--- config.mk ---
export PLATFORM = sky130hd
export DESIGN_NAME = adsr_envelope_generator
export DESIGN_NICKNAME = d
export VERILOG_FILES = /design/src/rtl/aeg_pkg.sv /design/src/rtl/aeg_muldiv.sv /design/src/rtl/adsr_envelope_generator.sv
export SDC_FILE = /design/constraint.sdc
export NUM_CORES = 2
export LEC_CHECK = 0
export BUFFER_PORTS_ARGS = -buffer_cell sky130_fd_sc_hd__buf_2
export CAP_MARGIN = 20
export CORE_MARGIN = 4
export CORE_UTILIZATION = 50
export CTS_CLUSTER_SIZE = 8
export DETAILED_ROUTE_END_ITERATION = 6
export PLACE_DENSITY = 0.73
export SLEW_MARGIN = 20
export SYNTH_ARGS = -nofsm -noshare
export SYNTH_HDL_FRONTEND = slang
export SYNTH_SLANG_ARGS = --single-unit
--- constraint.sdc ---
create_clock -name clk -period 14 [get_ports clk]
set_clock_uncertainty 0.05 [all_clocks]
set_input_delay 0.7 -clock clk [delete_from_list [all_inputs] [get_ports clk]]
set_output_delay 0.7 -clock clk [all_outputs]
set_load 0.05 [all_outputs]
--- src/rtl/aeg_pkg.sv ---
// ----------------------------------------------------------------------------
// aeg_pkg
// Shared types and constants of the linear ADSR envelope generator.
// ----------------------------------------------------------------------------
package aeg_pkg;

  localparam int TIME_BITS = 24;
  localparam int FRAC_BITS = 15;
  localparam int LEVEL_W   = 16;
  localparam int TICK_W    = 20;
  localparam int SAMPLE_W  = 16;
  localparam int OP_W      = 2;
  localparam int STAGE_W   = 3;
  localparam int CFG_IDX_W = 2;
  localparam int PROD_W    = LEVEL_W + SAMPLE_W + 1;

  localparam int MUL_STEPS = TICK_W;
  localparam int DIV_STEPS = LEVEL_W;
  localparam int CNT_W     = $clog2(MUL_STEPS);

  localparam logic [LEVEL_W-1:0]   ONE_LEVEL   = LEVEL_W'(1 << FRAC_BITS);
  localparam logic [TIME_BITS-1:0] TIME_MAX    = {TIME_BITS{1'b1}};
  localparam logic [TICK_W-1:0]    ATTACK_RST  = TICK_W'(0);
  localparam logic [TICK_W-1:0]    DECAY_RST   = TICK_W'(0);
  localparam logic [LEVEL_W-1:0]   SUSTAIN_RST = LEVEL_W'(32768);
  localparam logic [TICK_W-1:0]    RELEASE_RST = TICK_W'(44100);

  typedef enum logic [OP_W-1:0] {
    OP_TICK  = 2'd0,
    OP_BEGIN = 2'd1,
    OP_END   = 2'd2
  } op_t;

  typedef enum logic [STAGE_W-1:0] {
    ST_INACTIVE = 3'd0,
    ST_ATTACK   = 3'd1,
    ST_DECAY    = 3'd2,
    ST_SUSTAIN  = 3'd3,
    ST_RELEASE  = 3'd4
  } stage_t;

  typedef enum logic [CFG_IDX_W-1:0] {
    CFG_ATTACK  = 2'd0,
    CFG_DECAY   = 2'd1,
    CFG_SUSTAIN = 2'd2,
    CFG_RELEASE = 2'd3
  } cfg_idx_t;

  typedef enum logic [2:0] {
    S_IDLE,
    S_POS,
    S_SETUP,
    S_DIV,
    S_SCALE,
    S_PUSH
  } eg_state_t;

  typedef enum logic [1:0] {
    MD_IDLE,
    MD_MUL,
    MD_DIV
  } md_state_t;

  typedef struct packed {
    logic               start;
    logic [LEVEL_W-1:0] mult;
    logic [TICK_W-1:0]  num;
    logic [TICK_W-1:0]  den;
  } md_req_t;

endpackage

--- src/rtl/aeg_muldiv.sv ---
// ----------------------------------------------------------------------------
// aeg_muldiv
// Bit-serial floor(mult * num / den): shift-add multiply, then restoring divide.
// ----------------------------------------------------------------------------
module aeg_muldiv import aeg_pkg::*; (
  input  logic               clk,
  input  logic               rst_n,
  input  md_req_t            req,
  output logic               done,
  output logic [LEVEL_W-1:0] quo
);

  md_state_t state_r, state_nxt;
  logic [CNT_W-1:0]   cnt_r;
  logic [LEVEL_W-1:0] mult_r;
  logic [LEVEL_W-1:0] hi_r;
  logic [TICK_W-1:0]  lo_r;
  logic [TICK_W-1:0]  den_r;
  logic [TICK_W-1:0]  rem_r;
  logic [LEVEL_W-1:0] quo_r;
  logic               done_r;

  logic               mul_step;
  logic               div_step;
  logic               mul_last;
  logic               div_last;
  logic [LEVEL_W:0]   sum;
  logic [LEVEL_W-1:0] hi_nxt;
  logic [TICK_W-1:0]  lo_nxt;
  logic [TICK_W:0]    trial;
  logic [TICK_W:0]    diff;
  logic               ge;

  assign mul_last = (cnt_r == CNT_W'(MUL_STEPS - 1));
  assign div_last = (cnt_r == CNT_W'(DIV_STEPS - 1));

  always_comb begin
    state_nxt = state_r;
    unique case (state_r)
      MD_IDLE: if (req.start) state_nxt = MD_MUL;
      MD_MUL:  if (mul_last) state_nxt = MD_DIV;
      MD_DIV:  if (div_last) state_nxt = MD_IDLE;
      default: state_nxt = MD_IDLE;
    endcase
  end

  always_comb begin
    mul_step = 1'b0;
    div_step = 1'b0;
    unique case (state_r)
      MD_MUL:  mul_step = 1'b1;
      MD_DIV:  div_step = 1'b1;
      default: ;
    endcase
  end

  always_comb begin
    sum    = {1'b0, hi_r} + (lo_r[0] ? {1'b0, mult_r} : '0);
    hi_nxt = sum[LEVEL_W:1];
    lo_nxt = {sum[0], lo_r[TICK_W-1:1]};
    trial  = {rem_r, quo_r[LEVEL_W-1]};
    diff   = trial - {1'b0, den_r};
    ge     = (trial >= {1'b0, den_r});
  end

  always_ff @(posedge clk) begin
    if (!rst_n) begin
      state_r <= MD_IDLE;
      cnt_r   <= '0;
      done_r  <= 1'b0;
    end else begin
      state_r <= state_nxt;
      done_r  <= div_step && div_last;
      if (state_r == MD_IDLE && req.start) begin
        mult_r <= req.mult;
        hi_r   <= '0;
        lo_r   <= req.num;
        den_r  <= req.den;
        cnt_r  <= '0;
      end
      if (mul_step) begin
        hi_r  <= hi_nxt;
        lo_r  <= lo_nxt;
        cnt_r <= mul_last ? '0 : cnt_r + 1'b1;
        if (mul_last) begin
          rem_r <= {hi_nxt, lo_nxt[TICK_W-1:LEVEL_W]};
          quo_r <= lo_nxt[LEVEL_W-1:0];
        end
      end
      if (div_step) begin
        rem_r <= ge ? diff[TICK_W-1:0] : trial[TICK_W-1:0];
        quo_r <= {quo_r[LEVEL_W-2:0], ge};
        cnt_r <= div_last ? '0 : cnt_r + 1'b1;
      end
    end
  end

  assign done = done_r;
  assign quo  = quo_r;

endmodule

--- src/rtl/adsr_envelope_generator.sv ---
// ----------------------------------------------------------------------------
// adsr_envelope_generator
// Linear ADSR envelope: stage machine, ramp setup and output scaling.
// ----------------------------------------------------------------------------
//  channel  direction  handshake            payload
//  in       input      in_valid/in_ready    in_operation, in_sample_in
//  out      output     out_valid/out_ready  out_sample_out, out_amplitude, out_stage
//  cfg      input      cfg_wr_en            cfg_index, cfg_wr_data
//
//  After acceptance, a tick registers its ramp position, sets up the ramp,
//  waits for the 20 multiply and 16 divide steps (one bit each) when a ramp
//  is computed, then scales the sample and pushes the result.
//  Begin and end transactions give no result.
//  A new transaction is taken only in idle; a finished result waits in the
//  output register, and the next tick stalls at its end until it drains.
//  rst_n is synchronous; configuration registers reset to their defaults.
// ----------------------------------------------------------------------------
module adsr_envelope_generator import aeg_pkg::*; (
  input  logic                       clk,
  input  logic                       rst_n,
  input  logic                       in_valid,
  output logic                       in_ready,
  input  logic [OP_W-1:0]            in_operation,
  input  logic signed [SAMPLE_W-1:0] in_sample_in,
  output logic                       out_valid,
  input  logic                       out_ready,
  output logic signed [SAMPLE_W-1:0] out_sample_out,
  output logic [LEVEL_W-1:0]         out_amplitude,
  output logic [STAGE_W-1:0]         out_stage,
  input  logic                       cfg_wr_en,
  input  logic [CFG_IDX_W-1:0]       cfg_index,
  input  logic [TICK_W-1:0]          cfg_wr_data
);

  eg_state_t state_r, state_nxt;

  logic [TICK_W-1:0]    attack_r;
  logic [TICK_W-1:0]    decay_r;
  logic [LEVEL_W-1:0]   sustain_r;
  logic [TICK_W-1:0]    release_r;

  stage_t               stage_r;
  logic [TIME_BITS-1:0] elapsed_r;
  logic [LEVEL_W-1:0]   level_r;
  logic [TIME_BITS-1:0] rel_start_r;
  logic [LEVEL_W-1:0]   rel_level_r;

  logic signed [SAMPLE_W-1:0] sample_r;
  logic [TICK_W-1:0]          pos_r;
  logic                       over_r;
  logic [LEVEL_W-1:0]         offset_r;
  logic signed [PROD_W-1:0]   prod_r;

  logic                       out_valid_r;
  logic signed [SAMPLE_W-1:0] out_sample_r;
  logic [LEVEL_W-1:0]         out_level_r;
  logic [STAGE_W-1:0]         out_stage_r;

  logic                 in_fire;
  logic                 push;
  logic [TIME_BITS-1:0] start_sel;
  logic [TICK_W-1:0]    len_sel;
  logic [TIME_BITS-1:0] delta;
  logic                 over;
  logic [TICK_W-1:0]    pos;
  logic [LEVEL_W-1:0]   sus;
  logic                 ramp_stage;
  logic                 len_zero;
  md_req_t              md_req;
  logic                 md_done;
  logic [LEVEL_W-1:0]   md_quo;

  assign in_fire = in_valid && in_ready;
  assign push    = !out_valid_r || out_ready;

  always_comb begin
    start_sel  = '0;
    len_sel    = '0;
    ramp_stage = 1'b0;
    unique case (stage_r)
      ST_ATTACK: begin
        len_sel    = attack_r;
        ramp_stage = 1'b1;
      end
      ST_DECAY: begin
        start_sel  = TIME_BITS'(attack_r);
        len_sel    = decay_r;
        ramp_stage = 1'b1;
      end
      ST_RELEASE: begin
        start_sel  = rel_start_r;
        len_sel    = release_r;
        ramp_stage = 1'b1;
      end
      default: ;
    endcase
  end

  always_comb begin
    delta    = (elapsed_r > start_sel) ? elapsed_r - start_sel : '0;
    over     = (delta > TIME_BITS'(len_sel));
    pos      = over ? len_sel : delta[TICK_W-1:0];
    sus      = (sustain_r > ONE_LEVEL) ? ONE_LEVEL : sustain_r;
    len_zero = (len_sel == '0);
  end

  always_comb begin
    md_req.start = 1'b0;
    md_req.mult  = ONE_LEVEL;
    md_req.num   = pos_r;
    md_req.den   = len_sel;
    unique case (stage_r)
      ST_DECAY: begin
        md_req.mult = ONE_LEVEL - sus;
        md_req.num  = decay_r - pos_r;
      end
      ST_RELEASE: begin
        md_req.mult = rel_level_r;
        md_req.num  = release_r - pos_r;
      end
      default: ;
    endcase
    in_ready = 1'b0;
    unique case (state_r)
      S_IDLE:  in_ready = 1'b1;
      S_SETUP: md_req.start = ramp_stage && !len_zero;
      default: ;
    endcase
  end

  always_comb begin
    state_nxt = state_r;
    unique case (state_r)
      S_IDLE:  if (in_fire && op_t'(in_operation) == OP_TICK) state_nxt = S_POS;
      S_POS:   state_nxt = S_SETUP;
      S_SETUP: state_nxt = md_req.start ? S_DIV : S_SCALE;
      S_DIV:   if (md_done) state_nxt = S_SCALE;
      S_SCALE: state_nxt = S_PUSH;
      S_PUSH:  if (push) state_nxt = S_IDLE;
      default: state_nxt = S_IDLE;
    endcase
  end

  aeg_muldiv u_muldiv (
    .clk   (clk),
    .rst_n (rst_n),
    .req   (md_req),
    .done  (md_done),
    .quo   (md_quo)
  );

  always_ff @(posedge clk) begin
    if (!rst_n) begin
      state_r     <= S_IDLE;
      attack_r    <= ATTACK_RST;
      decay_r     <= DECAY_RST;
      sustain_r   <= SUSTAIN_RST;
      release_r   <= RELEASE_RST;
      stage_r     <= ST_INACTIVE;
      elapsed_r   <= '0;
      level_r     <= '0;
      rel_start_r <= '0;
      rel_level_r <= '0;
      out_valid_r <= 1'b0;
    end else begin
      state_r <= state_nxt;
      if (cfg_wr_en) begin
        unique case (cfg_idx_t'(cfg_index))
          CFG_ATTACK:  attack_r  <= cfg_wr_data;
          CFG_DECAY:   decay_r   <= cfg_wr_data;
          CFG_SUSTAIN: sustain_r <= cfg_wr_data[LEVEL_W-1:0];
          CFG_RELEASE: release_r <= cfg_wr_data;
          default: ;
        endcase
      end
      if (state_r == S_PUSH && push) out_valid_r <= 1'b1;
      else if (out_ready) out_valid_r <= 1'b0;
      unique case (state_r)
        S_IDLE: begin
          if (in_fire) begin
            unique case (op_t'(in_operation))
              OP_TICK: begin
                elapsed_r <= (elapsed_r == TIME_MAX) ? elapsed_r : elapsed_r + 1'b1;
                sample_r  <= in_sample_in;
              end
              OP_BEGIN: begin
                elapsed_r   <= '0;
                rel_start_r <= '0;
                stage_r     <= ST_ATTACK;
              end
              OP_END: begin
                rel_start_r <= elapsed_r;
                rel_level_r <= level_r;
                stage_r     <= ST_RELEASE;
              end
              default: ;
            endcase
          end
        end
        S_POS: begin
          pos_r  <= pos;
          over_r <= over;
        end
        S_SETUP: begin
          offset_r <= (stage_r == ST_DECAY) ? sus : '0;
          unique case (stage_r)
            ST_ATTACK: begin
              if (over_r) stage_r <= ST_DECAY;
              if (len_zero) level_r <= ONE_LEVEL;
            end
            ST_DECAY: begin
              if (over_r) stage_r <= ST_SUSTAIN;
              if (len_zero) level_r <= sus;
            end
            ST_SUSTAIN: begin
              rel_start_r <= elapsed_r;
              rel_level_r <= level_r;
              stage_r     <= ST_RELEASE;
            end
            ST_RELEASE: begin
              if (len_zero) level_r <= '0;
            end
            default: ;
          endcase
        end
        S_DIV: begin
          if (md_done) level_r <= offset_r + md_quo;
        end
        S_SCALE: begin
          prod_r <= $signed({1'b0, level_r}) * sample_r;
        end
        S_PUSH: begin
          if (push) begin
            out_sample_r <= prod_r[FRAC_BITS+SAMPLE_W-1:FRAC_BITS];
            out_level_r  <= level_r;
            out_stage_r  <= stage_r;
          end
        end
        default: ;
      endcase
    end
  end

  assign out_valid      = out_valid_r;
  assign out_sample_out = out_sample_r;
  assign out_amplitude  = out_level_r;
  assign out_stage      = out_stage_r;

`ifndef ASSERT_OFF
  a_level_max: assert property (@(posedge clk) disable iff (!rst_n)
    level_r <= ONE_LEVEL)
    else $error("envelope level above one");

  a_rel_level_max: assert property (@(posedge clk) disable iff (!rst_n)
    rel_level_r <= ONE_LEVEL)
    else $error("release level above one");

  a_done_in_div: assert property (@(posedge clk) disable iff (!rst_n)
    md_done |-> state_r == S_DIV)
    else $error("ramp unit done outside divide wait");

  a_push_hold: assert property (@(posedge clk) disable iff (!rst_n)
    (state_r == S_PUSH && out_valid_r && !out_ready) |=> state_r == S_PUSH)
    else $error("result overwrote a pending transaction");
`endif

endmodule
### Yosys cells after proc, flatten, opt, wreduce, memory -nomap -nowiden

Index checks and enable logic that the tools add are counted.

| word-level totals | value |
|---|---|
| flip-flop bits (word level) | 398 |
| bits of input ports | 45 |
| word-level logic and storage cells | 182 |

| operators by class | value |
|---|---|
| $add $sub $neg | 9 |
| multipliers | 1 |
| order comparisons | 4 |
| eq/ne operators | 37 |
| multiplexer cells | 61 |
| reduce and logical (&&, ||, !) cells | 42 |

Operators by type and width:

| kind | count |
|---|---|
| $mux W16 | 14 |
| $pmux W24 S2 | 4 |
| $mux W20 | 7 |
| $mux W24 | 4 |
| $pmux W36 S2 | 1 |
| $pmux W16 S2 | 2 |
| $pmux W20 S3 | 1 |
| $sub A20 B20 Y20 | 3 |
| $pmux W16 S3 | 1 |
| $mul A17 B16 Y31 | 1 |
| $mux W5 | 5 |
| $add A24 B1 Y24 const B | 1 |
| $eq A24 B24 Y1 const B | 1 |
| $gt A24 B20 Y1 | 1 |
| $gt A24 B24 Y1 | 1 |
| $sub A24 B24 Y24 | 1 |
| $ge A21 B20 Y1 | 1 |
| $mux W3 | 7 |
| $logic_not A20 Y1 | 1 |
| $pmux W3 S6 | 1 |
| $reduce_and A2 Y1 | 9 |
| $add A16 B17 Y17 | 1 |
| $add A16 B16 Y16 | 1 |
| $gt A16 B16 Y1 const B | 1 |
| 30 further kinds | 84 |

### Depth between registers and ports, before layout

| logic depth | value |
|---|---|
| depth after elaboration | 10 |
| mapped depth | 30 |
| mapped depth without buffers | 23 |

### By module

From an unflattened synthesis, not the netlist that was laid out.

| second synthesis, totals | value |
|---|---|
| cell total of the unflattened synthesis | 3161 |
| area total of the unflattened synthesis | 29465.8 um2 |

By module, submodules not included:

| module | times used | cells each | area an instance (um2) |
|---|---|---|---|
| adsr_envelope_generator | 1 | 2628 | 22990.8 |
| aeg_muldiv | 1 | 533 | 6475.0 |

### Worst setup path before layout

Ideal clock, no wire load.

| path | value |
|---|---|
| kind | register to register |
| from | register level_r[6] |
| to | register prod_r[30], data pin |
| library setup time | 0.266 ns |
| arrival | 5.864 ns |
| slack | 7.819 ns |
| cell stages (with the launch flop) | 24 |
| buffers on the path | 2 |
| clock period less this slack | 6.181 ns |
| cells stage by stage | dfxtp_1 clkbuf_1 clkbuf_1 and2_1 fa_1 inv_1 fa_1 fa_1 inv_1 fa_1 fa_1 inv_1 fa_1 inv_1 ha_1 a21o_1 a21oi_1 o21ai_0 a21o_1 a22o_1 a31o_2 o221ai_1 mux2i_1 nand4_1 |

| on the way | value |
|---|---|
| cells in the longest elaborated chain, start to end | 1 |

RTL lines:

| item | RTL line | source |
|---|---|---|
| from (decl) | adsr_envelope_generator.sv:44 | `logic [LEVEL_W-1:0] level_r;` |
| from (signal assigned) | adsr_envelope_generator.sv:213 | `if (len_zero) level_r <= sus;` |
| from (signal assigned) | adsr_envelope_generator.sv:227 | `if (md_done) level_r <= offset_r + md_quo;` |
| $mul A17 B16 Y31 | adsr_envelope_generator.sv:230 | `prod_r <= $signed({1'b0, level_r}) * sample_r;` |
| to (signal assigned) | adsr_envelope_generator.sv:230 |  |
| to (decl) | adsr_envelope_generator.sv:52 | `logic signed [PROD_W-1:0] prod_r;` |

Every way passes these cells.
A chain may end at the register's enable or synchronous reset.

### Worst setup path in the final report

| path | value |
|---|---|
| from | register stage_r[1] |
| to | register pos_r[13], data pin |

| on the way | value |
|---|---|
| cells in the longest elaborated chain, start to end | 6 |

RTL lines:

| item | RTL line | source |
|---|---|---|
| from (decl) | adsr_envelope_generator.sv:42 | `stage_t stage_r;` |
| from (signal assigned) | adsr_envelope_generator.sv:159 | `stage_r <= ST_INACTIVE;` |
| from (signal assigned) | adsr_envelope_generator.sv:189 | `stage_r <= ST_ATTACK;` |
| from (signal assigned) | adsr_envelope_generator.sv:194 | `stage_r <= ST_RELEASE;` |
| $eq A3 B3 Y1 / $eq A3 B2 Y1 (equally long branches) | adsr_envelope_generator.sv:80 | `unique case (stage_r)` |
| $pmux W24 S2 | adsr_envelope_generator.sv:80 |  |
| $sub A24 B24 Y24 / $gt A24 B24 Y1 (equally long branches) | adsr_envelope_generator.sv:100 | `delta = (elapsed_r > start_sel) ? elapsed_r - start_sel : '0;` |
| $mux W24 | adsr_envelope_generator.sv:100 |  |
| $gt A24 B20 Y1 | adsr_envelope_generator.sv:101 | `over = (delta > TIME_BITS'(len_sel));` |
| $mux W20 * | adsr_envelope_generator.sv:102 | `pos = over ? len_sel : delta[TICK_W-1:0];` |
| net pos[13] | adsr_envelope_generator.sv:65 | `logic [TICK_W-1:0] pos;` |
| to (signal assigned) | adsr_envelope_generator.sv:201 | `pos_r <= pos;` |
| to (decl) | adsr_envelope_generator.sv:49 | `logic [TICK_W-1:0] pos_r;` |

Mark *: on every way through the listed nets, which the timed path passes. The rest lies on a longest branch.

==> results <==
- The most used flip-flop cell after synthesis is edfxtp_1.
- The multiplexer share of the synthesized area is 2.25%.
- The initial antenna violation count is 1.
- The share of synthesized cell area in and, or, nand and nor gates is 18.6%.
- CTS placed an instance of clkbuf_16 at the clock tree root.
- The number of placed I/O pins is 82.
- The run finished with clean final reports.
- The first global-routing pass estimated 127 mm of wire.
- The post-detailed-route count of antenna-violating nets is 0.
- The pin slew with the least headroom to its limit is 1120 ps.
- Setup repair after global routing left no endpoint under its margin.
- Of all flip-flops after synthesis, the portion carrying an async set or reset was 0%.
- Post-CTS timing repair inserted 0 buffers for setup.
- The top routing layer in use is met4.
- The top-area cell type share of the netlist area is 21.4%.
- Sequential elements use 32.9% of the synthesized area.
- The floorplan row count is 89.
- The die is 252 um wide.
- The synthesized-area fraction occupied by adder cells is 23.0%.
- Buffers placed on the I/O ports in this run total 81.
- For this run, the total global-route usage over all layers was measured as 25.1%.
- In the final layout, the multi-input gates occupy 18,000 um^2.
- The clock period minus final worst setup slack is 7270 ps.
- Routability-driven placement finished with a final weighted congestion of 0.987.
- The combinational family with the most area after synthesis is adder cells.
- The register bit total from synthesis is 383.
- The number of DRC violations after detailed-routing iteration 0 is 2,408.
- Ranked by total cell area, the synthesized netlist is headed by edfxtp_1, fa_1, dfxtp_1.
- Detailed routing placed a total of 37.3 mm of wire on met2.
- The post-route netlist has 7.06% of its cells at a drive strength greater than 1.
- Clock tree synthesis found a total of 383 sinks.
- Setup total negative slack on the finished layout was measured at 0 ps.
- The share of total power dissipated in sequential elements is 41.8%.
- The overall routed net length is 80.4 mm.
- Tracing the worst setup path back leads to its startpoint at stage_r[1]$_SDFFE_PN0P_.
- In this run the tightest slew margin relative to its limit is 25.1%.
- The startpoint of the worst hold path is in_sample_in[3].
- The maximum frequency from static timing analysis is 138 MHz.
- The post-synthesis share of cell area spent on xor and xnor gates is 2.88%.
- STA classifies the critical path endpoint as a flip-flop.
- The total core area is 59,000 um^2.
- The clock-pin slew on the worst setup and hold paths is 50 ps.
- The count of final max-slew check failures is 0.
- Yosys mapped a number of flops with a built-in enable equal to 212.
- The number of cells produced by synthesis is 3,277.
- The via count of the first global-routing pass is 23,100.
- The worst min-delay path category is in2reg.
- Net switching is 29.1% of the power.
- The maximum buffer depth of the clock tree is 3.
- The post-CTS resize count is 0.
- For the worst setup path, the data arrival time is 7580 ps.
- Setup violations remaining at the end of the flow were counted as 0.
- The finished cells cover 32,400 um^2.
- Summed over all layers, the global routing overflow is 0.
- The pre-antenna-repair detailed-routing pass consisted of 6 iterations.
- The worst setup path is launched from a flip-flop.
- The tool flagged a number of max-cap violations equal to 0.
- The routed design uses 5.77 mm of met3 wire.
- After clock tree synthesis, the flow added hold-fix buffers numbering 0.
- The cell accounting for the most synthesized area is edfxtp_1.
- After filler insertion, the fill cell instance count of the layout stands at 5,335.
- The total count of hold-check failures in the final report is 0.
- The mean cell area of the mapped netlist is 9.08 um^2.
- In this run, CTS created clock tree buffers numbering 54.
- After detailed routing, the wire length on met1 is 34.3 mm.
- The placed wire-length estimate after detailed placement is 59.7 mm.
- For this design the static power due to leakage is 14.1 nW.
- The worst path uses 51.9% of the clock period.
- The warning count from the yosys run is 0.
- The clock tree from TritonCTS is built.
- Using the TritonRoute via totals, the vias-per-cell ratio works out to 5.78.
- The share of total power dissipated in the clock network is 40.7%.
- The via total after detailed routing is 23,700.
- When the netlist entered floorplanning its net count stood at 3,751.
- The detailed-route DRC error count is 0.
- The sequential cells in the finished layout cover a total of 9790 um^2.
- The level count of the clock H-tree is 2.
- The startpoint identified for the worst register-to-register timing path is stage_r[1]$_SDFFE_PN0P_.
- The category of the most critical setup path is reg2reg.
- The cell-internal power is 2.13 mW.
- For this design the ratio of total power to cell area is 92.7 nW/um^2.
- The initial core utilization is 50.4%.
- In the final routed layout, each cell accounts on average for 19.6 um.
- The total design power is 3.00 mW.
- The net count of the finished layout is 3,768.
- Data on the critical path is required at its endpoint by 14,310 ps.
- The share of the synthesized area in compound gates (AO/OA/AOI/OAI) is 13.7%.
- The die footprint is 63,500 um^2.
- Across the VDD grid, the largest voltage drop is 0.000100 V.
- After detailed placement, the total cell area comes to 30,800 um^2.
- The die height is 252 um.
- The area growth from synthesis to layout is 8.79%.
- The analysis attributes to net switching a power of 0.875 mW.
- The count of different cell masters after synthesis is 87.
- At the end of the flow the core is filled with cells to 54.9%.
- The cell area after synthesis is 29,800 um^2.
- The combinational group share of total power is 17.5%.
- The largest net degree at the start of global routing is 77.
- Of all nets on the critical path, the largest fanout is 45.
- The insertion delay to the later sink of the worst-skew pair is 610 ps.
==> cells in the mapped netlist (7+ instances only) <==
cell type    n
nand2_1    472
inv_1      362
ha_1       231
a21oi_1    222
edfxtp_1   212
fa_1       198
nor2_1     196
dfxtp_1    171
and2_1     160
clkbuf_1   129
o21ai_0    103
nand3_1     68
xnor2_1     56
nor3_1      53
a21o_1      52
o21a_1      45
xor2_1      42
nand4_1     39
a22oi_1     33
mux2i_1     33
nand2b_1    33
mux2_2      30
and3_1      29
or3_1       22
nor2b_1     20
a211oi_1    16
nand3b_1    16
a31oi_1     14
a211o_1     11
buf_2       10
nor3b_1      9
a21boi_0     8
a22o_1       8
a311oi_1     8
o211ai_1     8
o21bai_1     8
o311ai_1     8
a2111oi_0    7
and4_1       7
buf_1        7
nor4_1       7
o211a_1      7
o311ai_0     7
or2_2        7
==> power groups by stage <==
stage | Sequential (mW) | Combinational [mW] | Clock [mW]
2_1_floorplan | 1.25 | 0.390 | 0
3_3_place_gp | 1.27 | 0.511 | 0
3_5_place_dp | 1.28 | 0.516 | 0
4_1_cts | 1.25 | 0.519 | 1.25
5_1_grt | 1.26 | 0.580 | 1.29
6_report | 1.25 | 0.526 | 1.22
==> flip-flops by register name, indices dropped and copies added (netlist names), 20 cells and up <==
register	count
u_muldiv.den_r	20
u_muldiv.lo_r	20
u_muldiv.rem_r	20
elapsed_r	24
rel_start_r	24
attack_r	20
release_r	20
pos_r	20
decay_r	20
==> cells in the final DEF, fill, tap and decap left out, drive strengths merged, types with 20 or more instances in the layout <==
| cell | netlist | routed |
|---|---|---|
| nand2 | 472 | 472 |
| inv | 364 | 365 |
| ha | 231 | 231 |
| a21oi | 223 | 223 |
| edfxtp | 212 | 212 |
| fa | 198 | 198 |
| nor2 | 197 | 197 |
| dfxtp | 171 | 171 |
| and2 | 161 | 161 |
| buf | 22 | 112 |
| o21ai | 109 | 109 |
| clkbuf | 129 | 88 |
| nand3 | 69 | 69 |
| xnor2 | 56 | 56 |
| nor3 | 53 | 53 |
| a21o | 52 | 52 |
| o21a | 45 | 45 |
| xor2 | 42 | 42 |
| nand4 | 39 | 39 |
| nand2b | 33 | 33 |
| a22oi | 33 | 33 |
| mux2i | 33 | 33 |
| mux2 | 30 | 30 |
| and3 | 29 | 29 |
| or3 | 22 | 22 |
| nor2b | 20 | 20 |
==> critical path, stage by stage (launching register included) <==
cell	delay (ps)
dfxtp_1	740
nor2b_1	210
buf_4	230
and2_1	150
buf_4	440
a22o_1	210
ha_1	140
inv_1	60
fa_1	420
a211oi_1	280
o21ai_0	180
nand4_1	170
a21boi_2	90
o21ai_1	130
a211o_1	140
buf_4	370
nor2_1	120
ha_1	300
nor2b_1	130
o21a_1	160
o21a_1	170
o21ai_0	160
a31o_2	170
a21o_1	100
a22o_1	830
nand3_2	430
mux2_2	390
==> routing by layer <==
| layer | vias to the layer above | track usage, % |
|---|---|---|
| met3 | 146 | 3.34 |
| met2 | 880 | 40.9 |
| met5 | - | 0 |
| met4 | 0 | 8.91 |
| met1 | 11500 | 34.7 |
| li1 | 11200 | - |
==> final timing paths <==
check | to | slack [ps] | cells past startpoint
max | pos_r[13]$_DFFE_PP_ | 6730 | 26
min | sample_r[3]$_DFFE_PP_ | 240 | 1
max reg2reg | pos_r[13]$_DFFE_PP_ | 6730 | 26
min reg2reg | out_sample_out[4]$_DFFE_PP_ | 370 | 0
==> cell type report <==
type,instances,area share (%)
Inverter,364,4.23
Antenna cell,1,0.00773
Clock inverter,4,0.186
Timing Repair Buffer,112,2.01
Multi-Input combinational cell,2379,55.7
Tap cell,773,2.99
Sequential cell,383,30.2
Clock buffer,88,4.63
==> metrics by stage <==
stage          hold slack [ps]  instances  setup WS [ps]
2_1_floorplan              350       3277           7820
3_3_place_gp               351       4010           6880
3_5_place_dp               355       4010           6860
4_1_cts                    198       4102           6870
5_1_grt                    216       4104           6100
6_report                   239       4104           6730
==> kinds of logic (layout without fill, tap and decap cells) <==
family | after synthesis | after routing
and+or+nand+nor | 1159 | 1159
xor gates and xnor gates | 98 | 98
other | 0 | 1
adders and majority gates | 429 | 429
buffers and inverters | 515 | 568
muxes | 63 | 63
AOI/OAI and AO/OA | 630 | 630
DFF | 383 | 383
Note: power is estimated with default switching activity, not from simulation.
